==> src/hdl/dwsp_pkg.sv <==
package dwsp_pkg;

    // pulse counter width, the rest of the datapath follows from it (8..32)
    localparam int COUNT_WIDTH = 16;

    localparam int GOAL_W = 6;
    localparam int DUTY_W = 7;
    localparam int DIR_W  = 8;
    localparam int SPEED_W = 8;
    localparam int PGAIN_W = 8;
    localparam int DGAIN_W = 4;

    // signed error, derivative and Q4.4 accumulator widths
    localparam int ERR_W = COUNT_WIDTH + 1;
    localparam int DER_W = COUNT_WIDTH + 2;
    localparam int ACC_W = COUNT_WIDTH + 12;

    localparam logic [DUTY_W-1:0] DUTY_MAX = DUTY_W'(100);
    localparam logic [COUNT_WIDTH-1:0] COUNT_MAX = {COUNT_WIDTH{1'b1}};

    localparam logic [PGAIN_W-1:0] PGAIN_RESET = PGAIN_W'(24);
    localparam logic [DGAIN_W-1:0] DGAIN_RESET = DGAIN_W'(1);

    // speed*56/375 as (speed * ceil(56*2^22/375)) >> 22, exact for 8-bit speeds
    localparam int SPEED_SHIFT = 22;
    localparam int SPEED_RECIP = 626350;
    localparam int SPEED_PROD_W = SPEED_W + 20;

    typedef enum logic [1:0] {
        REQ_PULSE_LEFT  = 2'd0,
        REQ_PULSE_RIGHT = 2'd1,
        REQ_TICK        = 2'd2,
        REQ_COMMAND     = 2'd3
    } req_kind_t;

    typedef struct packed {
        logic [PGAIN_W-1:0] prop_gain;
        logic [DGAIN_W-1:0] deriv_gain;
    } pd_gains_t;

    function automatic logic [GOAL_W-1:0] speed_to_goal(input logic [SPEED_W-1:0] speed);
        logic [SPEED_PROD_W-1:0] prod;
        prod = SPEED_PROD_W'(speed) * SPEED_PROD_W'(SPEED_RECIP);
        return prod[SPEED_SHIFT +: GOAL_W];
    endfunction

endpackage

==> src/hdl/dwsp_cfg.sv <==
module dwsp_cfg
    import dwsp_pkg::*;
(
    input  logic        clk,
    input  logic        rst_n,
    input  logic        psel,
    input  logic        penable,
    input  logic        pwrite,
    input  logic [2:0]  paddr,
    input  logic [31:0] pwdata,
    output logic [31:0] prdata,
    output logic        pready,
    output pd_gains_t   gains
);

    logic [PGAIN_W-1:0] prop_gain_reg;
    logic [DGAIN_W-1:0] deriv_gain_reg;
    logic               wr_en;

    assign pready = 1'b1;
    assign wr_en  = psel & penable & pwrite;

    always_ff @(posedge clk or negedge rst_n)
    begin
        if (!rst_n)
        begin
            prop_gain_reg  <= PGAIN_RESET;
            deriv_gain_reg <= DGAIN_RESET;
        end
        else if (wr_en)
        begin
            // register index sits at paddr[2]
            if (!paddr[2])
            begin
                prop_gain_reg <= pwdata[PGAIN_W-1:0];
            end
            else
            begin
                deriv_gain_reg <= pwdata[DGAIN_W-1:0];
            end
        end
    end

    always_comb
    begin
        if (!paddr[2])
        begin
            prdata = 32'(prop_gain_reg);
        end
        else
        begin
            prdata = 32'(deriv_gain_reg);
        end
    end

    assign gains.prop_gain  = prop_gain_reg;
    assign gains.deriv_gain = deriv_gain_reg;

endmodule

==> src/hdl/dwsp_pd.sv <==
module dwsp_pd
    import dwsp_pkg::*;
(
    input  pd_gains_t                gains,
    input  logic [DUTY_W-1:0]        duty,
    input  logic signed [ERR_W-1:0]  prev_err,
    input  logic [COUNT_WIDTH-1:0]   count,
    input  logic [GOAL_W-1:0]        goal,
    output logic [DUTY_W-1:0]        duty_next,
    output logic signed [ERR_W-1:0]  err
);

    logic signed [DER_W-1:0]   deriv;
    logic signed [ERR_W+8:0]   p_term;
    logic signed [DER_W+4:0]   d_term;
    logic signed [ACC_W-1:0]   acc;
    logic [ACC_W-5:0]          quot;

    always_comb
    begin
        err    = $signed({{(ERR_W-GOAL_W){1'b0}}, goal}) - $signed({1'b0, count});
        deriv  = $signed({err[ERR_W-1], err}) - $signed({prev_err[ERR_W-1], prev_err});
        p_term = $signed({1'b0, gains.prop_gain}) * err;
        d_term = $signed({1'b0, gains.deriv_gain}) * deriv;
        // Q4.4 sum: 16*duty + Kp*err + 16*Kd*deriv
        acc    = $signed(ACC_W'({duty, 4'b0000})) + ACC_W'(p_term)
               + (ACC_W'(d_term) <<< 4);
        quot   = acc[ACC_W-1:4];

        if (acc[ACC_W-1])
        begin
            duty_next = '0;
        end
        else if (quot > (ACC_W-4)'(DUTY_MAX))
        begin
            duty_next = DUTY_MAX;
        end
        else
        begin
            duty_next = quot[DUTY_W-1:0];
        end
    end

endmodule

==> src/hdl/dual_wheel_speed_pd_loop_core.sv <==
// two-wheel incremental pd speed loop
//
// input stream (s_*): one transaction per event. s_tuser carries the kind
// (left pulse, right pulse, sampling tick, command); s_tdata carries the
// speed and direction bytes, looked at only by commands.
// output stream (m_*): exactly one transaction per input transaction, in order,
// holding both duties and both latched direction bytes after that event.
// config (apb): prop_gain (q4.4) at 0x0, deriv_gain at 0x4; the user must write
// them only while the stream is idle, not enforced by the block; pready is tied
// high, reads return the register.
// an input transaction passes through an input register, then one pass of
// counter, goal and pd logic into the result register. throughput is one
// transaction per cycle, set by that single pass, while m_tready is high.
// when m_tready is low the result register holds; one more item may wait
// in the input register, after that s_tready drops until the result is taken.
// reset clears counters, goals, duties, errors and directions, empties both
// stages and loads the gains with 1.5 and 1.
module dual_wheel_speed_pd_loop_core
    import dwsp_pkg::*;
(
    input  logic        clk,
    input  logic        rst_n,
    // input stream
    input  logic        s_tvalid,
    output logic        s_tready,
    input  logic [31:0] s_tdata,   // speed_left, dir_left, speed_right, dir_right
    input  logic [1:0]  s_tuser,   // req_type
    // output stream
    output logic        m_tvalid,
    input  logic        m_tready,
    output logic [31:0] m_tdata,   // duty_left, duty_right, dir_left_out,
                                   // dir_right_out, two zero bits
    // config port
    input  logic        psel,
    input  logic        penable,
    input  logic        pwrite,
    input  logic [2:0]  paddr,
    input  logic [31:0] pwdata,
    output logic [31:0] prdata,
    output logic        pready
);

    pd_gains_t gains;

    // input stage
    logic               in_valid_reg;
    req_kind_t          kind_reg;
    logic [SPEED_W-1:0] speed_left_reg;
    logic [DIR_W-1:0]   dir_left_reg;
    logic [SPEED_W-1:0] speed_right_reg;
    logic [DIR_W-1:0]   dir_right_reg;

    // loop state
    logic [COUNT_WIDTH-1:0]   pulses_left_reg,  pulses_left_next;
    logic [COUNT_WIDTH-1:0]   pulses_right_reg, pulses_right_next;
    logic [GOAL_W-1:0]        goal_left_reg,    goal_left_next;
    logic [GOAL_W-1:0]        goal_right_reg,   goal_right_next;
    logic [DUTY_W-1:0]        drive_left_reg,   drive_left_next;
    logic [DUTY_W-1:0]        drive_right_reg,  drive_right_next;
    logic signed [ERR_W-1:0]  prev_err_left_reg,  prev_err_left_next;
    logic signed [ERR_W-1:0]  prev_err_right_reg, prev_err_right_next;
    logic [DIR_W-1:0]         heading_left_reg,  heading_left_next;
    logic [DIR_W-1:0]         heading_right_reg, heading_right_next;

    // pd results for a tick
    logic [DUTY_W-1:0]        pd_duty_left, pd_duty_right;
    logic signed [ERR_W-1:0]  pd_err_left, pd_err_right;

    // result register
    logic        out_valid_reg;
    logic [31:0] out_data_reg;

    logic advance;   // result register free to take the input stage
    logic fire;      // input stage item processed this cycle

    assign advance  = !out_valid_reg || m_tready;
    assign fire     = in_valid_reg && advance;
    assign s_tready = !in_valid_reg || advance;
    assign m_tvalid = out_valid_reg;
    assign m_tdata  = out_data_reg;

    dwsp_cfg u_cfg (
        .clk     (clk),
        .rst_n   (rst_n),
        .psel    (psel),
        .penable (penable),
        .pwrite  (pwrite),
        .paddr   (paddr),
        .pwdata  (pwdata),
        .prdata  (prdata),
        .pready  (pready),
        .gains   (gains)
    );

    dwsp_pd u_pd_left (
        .gains     (gains),
        .duty      (drive_left_reg),
        .prev_err  (prev_err_left_reg),
        .count     (pulses_left_reg),
        .goal      (goal_left_reg),
        .duty_next (pd_duty_left),
        .err       (pd_err_left)
    );

    // right wheel keeps its own previous error
    dwsp_pd u_pd_right (
        .gains     (gains),
        .duty      (drive_right_reg),
        .prev_err  (prev_err_right_reg),
        .count     (pulses_right_reg),
        .goal      (goal_right_reg),
        .duty_next (pd_duty_right),
        .err       (pd_err_right)
    );

    // input register
    always_ff @(posedge clk or negedge rst_n)
    begin
        if (!rst_n)
        begin
            in_valid_reg <= 1'b0;
        end
        else if (s_tready)
        begin
            in_valid_reg <= s_tvalid;
        end
    end

    always_ff @(posedge clk)
    begin
        if (s_tready && s_tvalid)
        begin
            kind_reg        <= req_kind_t'(s_tuser);
            speed_left_reg  <= s_tdata[7:0];
            dir_left_reg    <= s_tdata[15:8];
            speed_right_reg <= s_tdata[23:16];
            dir_right_reg   <= s_tdata[31:24];
        end
    end

    // next state for the item in the input stage
    always_comb
    begin
        pulses_left_next    = pulses_left_reg;
        pulses_right_next   = pulses_right_reg;
        goal_left_next      = goal_left_reg;
        goal_right_next     = goal_right_reg;
        drive_left_next     = drive_left_reg;
        drive_right_next    = drive_right_reg;
        prev_err_left_next  = prev_err_left_reg;
        prev_err_right_next = prev_err_right_reg;
        heading_left_next   = heading_left_reg;
        heading_right_next  = heading_right_reg;

        unique case (kind_reg)
            REQ_PULSE_LEFT:
            begin
                // saturating count
                if (pulses_left_reg != COUNT_MAX)
                begin
                    pulses_left_next = pulses_left_reg + 1'b1;
                end
            end
            REQ_PULSE_RIGHT:
            begin
                if (pulses_right_reg != COUNT_MAX)
                begin
                    pulses_right_next = pulses_right_reg + 1'b1;
                end
            end
            REQ_TICK:
            begin
                pulses_left_next    = '0;
                pulses_right_next   = '0;
                drive_left_next     = pd_duty_left;
                drive_right_next    = pd_duty_right;
                prev_err_left_next  = pd_err_left;
                prev_err_right_next = pd_err_right;
            end
            REQ_COMMAND:
            begin
                goal_left_next     = speed_to_goal(speed_left_reg);
                goal_right_next    = speed_to_goal(speed_right_reg);
                heading_left_next  = dir_left_reg;
                heading_right_next = dir_right_reg;
            end
            default:
            begin
            end
        endcase
    end

    // loop state and result register
    always_ff @(posedge clk or negedge rst_n)
    begin
        if (!rst_n)
        begin
            pulses_left_reg    <= '0;
            pulses_right_reg   <= '0;
            goal_left_reg      <= '0;
            goal_right_reg     <= '0;
            drive_left_reg     <= '0;
            drive_right_reg    <= '0;
            prev_err_left_reg  <= '0;
            prev_err_right_reg <= '0;
            heading_left_reg   <= '0;
            heading_right_reg  <= '0;
            out_valid_reg      <= 1'b0;
        end
        else
        begin
            if (fire)
            begin
                pulses_left_reg    <= pulses_left_next;
                pulses_right_reg   <= pulses_right_next;
                goal_left_reg      <= goal_left_next;
                goal_right_reg     <= goal_right_next;
                drive_left_reg     <= drive_left_next;
                drive_right_reg    <= drive_right_next;
                prev_err_left_reg  <= prev_err_left_next;
                prev_err_right_reg <= prev_err_right_next;
                heading_left_reg   <= heading_left_next;
                heading_right_reg  <= heading_right_next;
            end
            if (advance)
            begin
                out_valid_reg <= in_valid_reg;
            end
        end
    end

    always_ff @(posedge clk)
    begin
        if (fire)
        begin
            out_data_reg <= {2'b00, heading_right_next, heading_left_next,
                             drive_right_next, drive_left_next};
        end
    end

endmodule

==> config.mk <==
export PLATFORM = sky130hd
export DESIGN_NAME = dual_wheel_speed_pd_loop_core
export DESIGN_NICKNAME = d
export VERILOG_FILES = /design/src/hdl/dwsp_pkg.sv /design/src/hdl/dwsp_cfg.sv /design/src/hdl/dwsp_pd.sv /design/src/hdl/dual_wheel_speed_pd_loop_core.sv
export SDC_FILE = /design/constraint.sdc
export NUM_CORES = 2
export LEC_CHECK = 0
export ABC_AREA = 1
export CORE_MARGIN = 10
export CORE_UTILIZATION = 70
export CTS_CLUSTER_SIZE = 12
export DETAILED_ROUTE_END_ITERATION = 8
export DONT_BUFFER_PORTS = 1
export GPL_ROUTABILITY_DRIVEN = 0
export PLACE_DENSITY = 0.95
export REMOVE_ABC_BUFFERS = 1
export SETUP_SLACK_MARGIN = 0.02
export SYNTH_ARGS = -nofsm -noshare
export SYNTH_HDL_FRONTEND = slang
export SYNTH_HIERARCHICAL = 1
export SYNTH_SLANG_ARGS = --single-unit
==> constraint.sdc <==
create_clock -name clk -period 20.5 [get_ports clk]
set_input_delay 4.1 -clock clk [delete_from_list [all_inputs] [get_ports clk]]
set_output_delay 4.1 -clock clk [all_outputs]
set_load 0.02 [all_outputs]
Word-level counts from Yosys, hierarchy flattened
Cells that the tools add are included.
{"block": "totals", "latchBits": 0, "mem_bits_ro": 0, "n_memories": 0, "ram_bits": 0, "elab_cells": 76, "ff_bits": 186, "inputBits": 76, "output_inout_bits": 67}
{"block": "op_classes", "magnitude_cmp": 2, "div": 0, "n_eq_ne": 7, "n_bitwise": 3, "addsub": 10, "muxes": 13, "n_mul": 6, "n_reduce_logical": 15, "n_shift": 0}
{"op": "$pmux 16 s2", "count": 2}
{"op": "$add 27x27->28", "count": 2}
{"op": "$add 12x26->27", "count": 2}
{"op": "$mul 8x19->27 const B", "count": 2}
{"op": "$mul 9x17->26", "count": 2}
{"op": "$gt 24x7->1 const B", "count": 2}
{"op": "$mul 5x18->23", "count": 2}
{"op": "$mux 7", "count": 6}
{"op": "$sub 17x17->18", "count": 2}
{"op": "$sub 6x16->17", "count": 2}
{"op": "$add 16x1->16 const B", "count": 2}
{"op": "$mux 16", "count": 2}
{"op": "$ne 16x16->1 const B", "count": 2}
{"op": "$mux 8", "count": 3}
{"op": "$reduce_and 2->1", "count": 4}
{"op": "$reduce_and 3->1", "count": 2}
{"op": "$eq 2x2->1 const B", "count": 2}
{"op": "$ne 2x2->1 const B", "count": 2}
{"op": "$reduce_bool 2->1", "count": 2}
{"op": "$and 1x1->1", "count": 2}
{"op": "$eq 2x1->1 const B", "count": 1}
{"op": "$logic_and 1x1->1", "count": 2}
{"op": "$logic_not 1->1", "count": 2}
{"op": "$logic_not 2->1", "count": 1}
{"op": "other kinds (2)", "count": 3}

Depth between registers and ports, before layout
{"block": "depth", "depth_word": 8, "depth_mapped": 59, "mapped_depth_nobuf": 59}

Modules after synthesis
Netlist, hierarchy kept.
{"mod": "dual_wheel_speed_pd_loop_core", "cells_per_inst": 1559, "seq_area_each_um2": 4674.5, "n_inst": 1, "area_per_inst_um2": 12685.9}
{"mod": "dwsp_pd at u_pd_right", "cells_per_inst": 1502, "seq_area_each_um2": 0.0, "n_inst": 1, "area_per_inst_um2": 10416.2}
{"mod": "dwsp_pd at u_pd_left", "cells_per_inst": 1520, "seq_area_each_um2": 0.0, "n_inst": 1, "area_per_inst_um2": 10398.7}
{"mod": "dwsp_cfg", "cells_per_inst": 104, "seq_area_each_um2": 304.0, "n_inst": 1, "area_per_inst_um2": 812.0}

Worst setup path before layout
OpenSTA, ideal clock, no wires.
{"block": "synth_timing", "path_type": "register to register", "start": "register pulses_left_reg[0]", "end": "register out_data_reg[6], in the netlist m_tdata[6], data pin", "synth_period_minus_slack_ns": 9.127, "setup_time_ns": 0.266, "t_arrival_ns": 8.861, "slack_ns": 11.373, "path_stages_with_launch": 52, "cell_sequence": "dfrtp_1 > ha_1 > fa_1 > nand3b_1 > nand2_1 > a21oi_1 > o21bai_1 > nand2_1 > nor2_1 > inv_1 > nand2_1 > inv_1 > ha_1 > a21oi_1 > inv_1 > a31oi_1 > nand2_1 > a31o_2 > (+16 left out) > inv_1 > fa_1 > fa_1 > inv_1 > ha_1 > nand2_1 > nor2_1 > and2_1 > nand3b_1 > nand3_1 > nand2_1 > nand2_1 > nor2_1 > nand3_1 > nor2_2 > a21oi_1 > nand2_1 > o21ai_0"}
{"block": "synth_via", "elab_chain_len": 8}
{"item": "from (decl)", "line": "dual_wheel_speed_pd_loop_core.sv:54", "rtl": "logic [COUNT_WIDTH-1:0] pulses_left_reg, pulses_left_next;"}
{"item": "from (signal assigned)", "line": "dual_wheel_speed_pd_loop_core.sv:214", "rtl": "pulses_left_reg <= pulses_left_next;"}
{"item": "$sub 6x16->17 *", "line": "dwsp_pd.sv:21", "rtl": "err = $signed({{(ERR_W-GOAL_W){1'b0}}, goal}) - $signed({1'b0, count});"}
{"item": "via pd_err_left[8]", "line": "dual_wheel_speed_pd_loop_core.sv:67", "rtl": "logic signed [ERR_W-1:0] pd_err_left, pd_err_right;"}
{"item": "$mul 9x17->26 / $sub 17x17->18 (equally long branches)", "line": "dwsp_pd.sv:23, dwsp_pd.sv:22"}
{"item": "$add 12x26->27 / $mul 5x18->23 (equally long branches)", "line": "dwsp_pd.sv:26, dwsp_pd.sv:24"}
{"item": "$add 27x27->28 *", "line": "dwsp_pd.sv:27", "rtl": "+ (ACC_W'(d_term) <<< 4);"}
{"item": "$gt 24x7->1", "line": "dwsp_pd.sv:34", "rtl": "else if (quot > (ACC_W-4)'(DUTY_MAX))"}
{"item": "$mux 7", "line": "dwsp_pd.sv:34"}
{"item": "$mux 7 *", "line": "dwsp_pd.sv:30", "rtl": "if (acc[ACC_W-1])"}
{"item": "via pd_duty_left[6]", "line": "dual_wheel_speed_pd_loop_core.sv:66", "rtl": "logic [DUTY_W-1:0] pd_duty_left, pd_duty_right;"}
{"item": "$mux 7 *", "line": "dual_wheel_speed_pd_loop_core.sv:155", "rtl": "unique case (kind_reg)"}
{"item": "via drive_left_next[6]", "line": "dual_wheel_speed_pd_loop_core.sv:58", "rtl": "logic [DUTY_W-1:0] drive_left_reg, drive_left_next;"}
{"item": "to (signal assigned)", "line": "dual_wheel_speed_pd_loop_core.sv:236", "rtl": "out_data_reg <= {2'b00, heading_right_next, heading_left_next,"}
{"item": "to (decl)", "line": "dual_wheel_speed_pd_loop_core.sv:71", "rtl": "logic [31:0] out_data_reg;"}
Mark *: on every way through the listed nets, which the timed path passes. The rest lies on a longest branch.
A chain may end at the register's enable or synchronous reset.

Worst setup path after layout
{"block": "layout_timing", "start": "register pulses_right_reg[0]", "end": "register out_data_reg[10], in the netlist m_tdata[10], data pin"}
{"block": "layout_via", "elab_chain_len": 8}
{"item": "from (decl)", "line": "dual_wheel_speed_pd_loop_core.sv:55", "rtl": "logic [COUNT_WIDTH-1:0] pulses_right_reg, pulses_right_next;"}
{"item": "from (signal assigned)", "line": "dual_wheel_speed_pd_loop_core.sv:215", "rtl": "pulses_right_reg <= pulses_right_next;"}
{"item": "$sub 6x16->17 *", "line": "dwsp_pd.sv:21"}
{"item": "via pd_err_right[8]", "line": "dual_wheel_speed_pd_loop_core.sv:67"}
{"item": "$mul 9x17->26 / $sub 17x17->18 (equally long branches)", "line": "dwsp_pd.sv:23, dwsp_pd.sv:22"}
{"item": "$add 12x26->27 / $mul 5x18->23 (equally long branches)", "line": "dwsp_pd.sv:26, dwsp_pd.sv:24"}
{"item": "$add 27x27->28 *", "line": "dwsp_pd.sv:27"}
{"item": "$gt 24x7->1", "line": "dwsp_pd.sv:34"}
{"item": "$mux 7", "line": "dwsp_pd.sv:34"}
{"item": "$mux 7 *", "line": "dwsp_pd.sv:30"}
{"item": "via pd_duty_right[3]", "line": "dual_wheel_speed_pd_loop_core.sv:66"}
{"item": "$mux 7 *", "line": "dual_wheel_speed_pd_loop_core.sv:155"}
{"item": "via drive_right_next[3]", "line": "dual_wheel_speed_pd_loop_core.sv:59", "rtl": "logic [DUTY_W-1:0] drive_right_reg, drive_right_next;"}
Marked as above.

==> results by group <==
Synth
  – Async SR Flop Fraction: 65.6%
  – Library cells used by synthesis: 56
  – Multiplexer area fraction after synthesis: 0%
  – Cell Area, Synth: 34,300 sq um
  – Flops & latches, synth: between 150 and 200
  – Post-synth top area cell: fa_1
  – Xor-xnor portion of the synthesized cell area: 2.72%
  – Synth top area cells: fa_1 25%, ha_1 15%, inv_1 13%, nand2_1 13%, dfrtp_1 8.7%
  – Number of synthesized flops with an enable pin: 64
  – Ys flop type: dfrtp_1
  – Post-Synth Simple-Gate Area: 23.5%
  – Most common cell in the synthesized netlist: inv_1
  – Yosys warnings: 6
  – Most instantiated cells after synthesis: 1,176 x inv_1, 1,151 x nand2_1, 453 x nor2_1
  – Syn avg cell area: 7.32 sq um
  – Complex-gate fraction of the synthesized area: 5.26%
  – Post-synthesis adder-cell area fraction: ~39%
  – Largest family of logic cells by synthesized area: adder cells
  – Sequential fraction of the synthesis area: 14.5%
  – Post-Syn Instances: 4,685
  – Share of the synthesized area in the top cell type: 25.0%

Flow run
  – Max Cap Viol: 0

Finish
  – Fill count: ~3,200
  – Area delta synth->final: 3.25%
  – Layout cells sized above 1: 2.88%
  – Finished Layout Cells: 5,327
  – Largest register FFs: 30
  – Nets: ~5,500

Drt
  – Detailed Route Iter0 Violations: 3,385
  – Pre-antenna DRT Iters: 9
  – WL final: approximately 90 mm
  – Via count: 30,800
  – Drt via density: 5.78
  – DRC Markers: 18
  – Wirelength per Cell: 17.4 um
  – Routed Antenna Nets: 0

CTS
  – Clk slew on worst S/H paths: 0.08 ns
  – TritonCTS clock tree: yes
  – TritonCTS Buffers: 17
  – Post-CTS resize count: 0
  – H-tree levels: 4
  – Hold-fix buffers, CTS: 0
  – Clock sinks: 186
  – Clock buffer depth: 2
  – Post CTS Setup Buffer Count: 0
  – Worst-skew pair later-pin latency: between 0.4 and 0.5 ns
  – Root buffer cell: clkbuf_16

Global routing
  – Grt ovf: 0
  – First-pass GRT wire length: 152 mm
  – Vias in the first global route: between 30,000 and 40,000
  – Antenna violations before repair: 3
  – Largest net degree at the start of global routing: 123
  – All-Layer GR Usage: between 30 and 40%

Floorplan
  – Starting Density: 70.4%
  – Die height: 241 um
  – Die Area: 58,300 sq um
  – Core Region: between 40,000 and 50,000 sq um
  – Row cnt: 81
  – Ports: 143
  – Die width: 241 um

Critical path
  – Critical Path Most Common Cell: nand2_1
  – R2R setup slack: 9.20 ns
  – Worst Path Max Fanout: 7
  – Crit. End Element: register
  – Crit Path Class: register to register
  – Startpoint types: register
  – Arr. time, crit path: 11.55 ns
  – Crit-path slowest cell: fa_1
  – Reg2reg start: pulses_right_reg[0]
  – Worst EP required: 20.75 ns
  – Critical Path Max Stage Delay: 0.60 ns
  – Reg2Reg Depth: 52
  – FF-to-FF End: m_tdata[10]

Hold path
  – Endpoint, Worst Hold: prev_err_left_reg[16]
  – Hold Crit Start: prev_err_left_reg[16]
  – Hold-critical path depth: 2
  – Path type of the worst min-delay path: register to register

Status
  – Status: complete, but fails checks
  – Failing checks: DRC

Timing
  – Hold slack: 0.475 ns
  – Slew at the pin closest to its max-slew limit: 1.30 ns
  – Period utilisation layout: 55.1%
  – Final setup viols: 0
  – RSZ-0062 raised after global routing: false
  – Final worst path period need: 11.30 ns
  – Layout Skew: 0.0210 ns
  – TNS Setup: 0 ns
  – Max Slew Vio Count: 0
  – Final Hold Vio Count: 0
  – Fmax: 0.0885 GHz
  – Max-slew headroom: 12.7%
  – Setup slack after layout: slightly above 9 ns

Place
  – Pre-CTS setup slack: 9.77 ns
  – Port bufs: 0
  – Inst Count DP: 5,292
  – Final HPWL from detailed placement: 73.0 mm
-- layout by cell type, fill, tap and decap left out, types with 27 or more instances in the layout --
| cell type | instances |
|---|---|
| nor2_1 | 453 |
| fa_1 | 428 |
| edfxtp_1 | 64 |
| xnor2_1 | 35 |
| nand4_1 | 45 |
| inv_1 | 1176 |
| dfrtp_1 | 119 |
| conb_1 | 27 |
| o21ai_0 | 113 |
| nand2_1 | 1151 |
| nand3_1 | 169 |
| nor3_1 | 29 |
| a21oi_1 | 148 |
| xor2_1 | 68 |
| ha_1 | 398 |
-- layout make-up --
type / instances / area [sq um] / area share (%)
Timing Repair Buffer: 6 / 45.0 / 0.127
Clock inverter: 14 / 190 / 0.537
Multi-Input combinational cell: 3238 / 24400 / 69.0
Clock buffer: 18 / 429 / 1.21
Antenna cell: 3 / 7.51 / 0.0212
Sequential cell: 186 / 4980 / 14.1
Inverter: 1198 / 4500 / 12.7
Tap cell: 664 / 831 / 2.35
-- stage by stage --
stage	util (%)	instance area, sq um
after global routing	72.7	35400
final	72.7	35400
after detailed placement	71.4	34800
after global placement	71.4	34800
after CTS	72.7	35400
after floorplan	-	33900
-- critical path, delay by kind of cell, from the launching register on --
family | cells | cell delay [ns]
adders and majority gates | 11 | 4.55
AOI/OAI and AO/OA | 4 | 1.32
and+or+nand+nor | 28 | 3.98
DFF | 1 | 0.44
buffers and inverters | 9 | 0.77
-- worst max-delay path by stage --
| stage | from | endpoint | slack (ns) | depth (start not counted) |
|---|---|---|---|---|
| 3_3_place_gp | pulses_left_reg[0] | m_tdata[2] | 10.14 | 50 |
| 5_1_grt | pulses_left_reg[0] | drive_left_reg[0] | 8.67 | 53 |
| 3_5_place_dp | pulses_right_reg[0] | m_tdata[12] | 9.77 | 54 |
| 2_1_floorplan | pulses_left_reg[0] | m_tdata[2] | 11.37 | 51 |
| 6_report | pulses_right_reg[0] | m_tdata[10] | 9.20 | 52 |
| 4_1_cts | pulses_right_reg[0] | m_tdata[12] | 9.68 | 54 |
-- layer usage --
layer | part of all wire (%) | GRT usage [%] | vias to the layer above
met4 | 6.6 | 20.0 | 2
met1 | 35 | 36.5 | 14300
li1 | - | - | 13900
met2 | 47 | 54.0 | 1920
met5 | 0.013 | 0 | -
met3 | 11 | 9.66 | 597
-- logic make-up (layout without fill, tap and decap cells) --
logic type               count (synthesis)  in the layout
adder cells (fa/ha/maj)                826            826
AO/OA/AOI/OAI                          331            331
buffers and inverters                 1285           1236
AND/OR/NAND/NOR                       1949           1949
XOR/XNOR                               105            105
other                                    3             30
flip-flops                             186            186
Power is left out: the tool's default activity adds up to more than one toggle a clock period on the data nets, which glitch-free logic cannot reach.
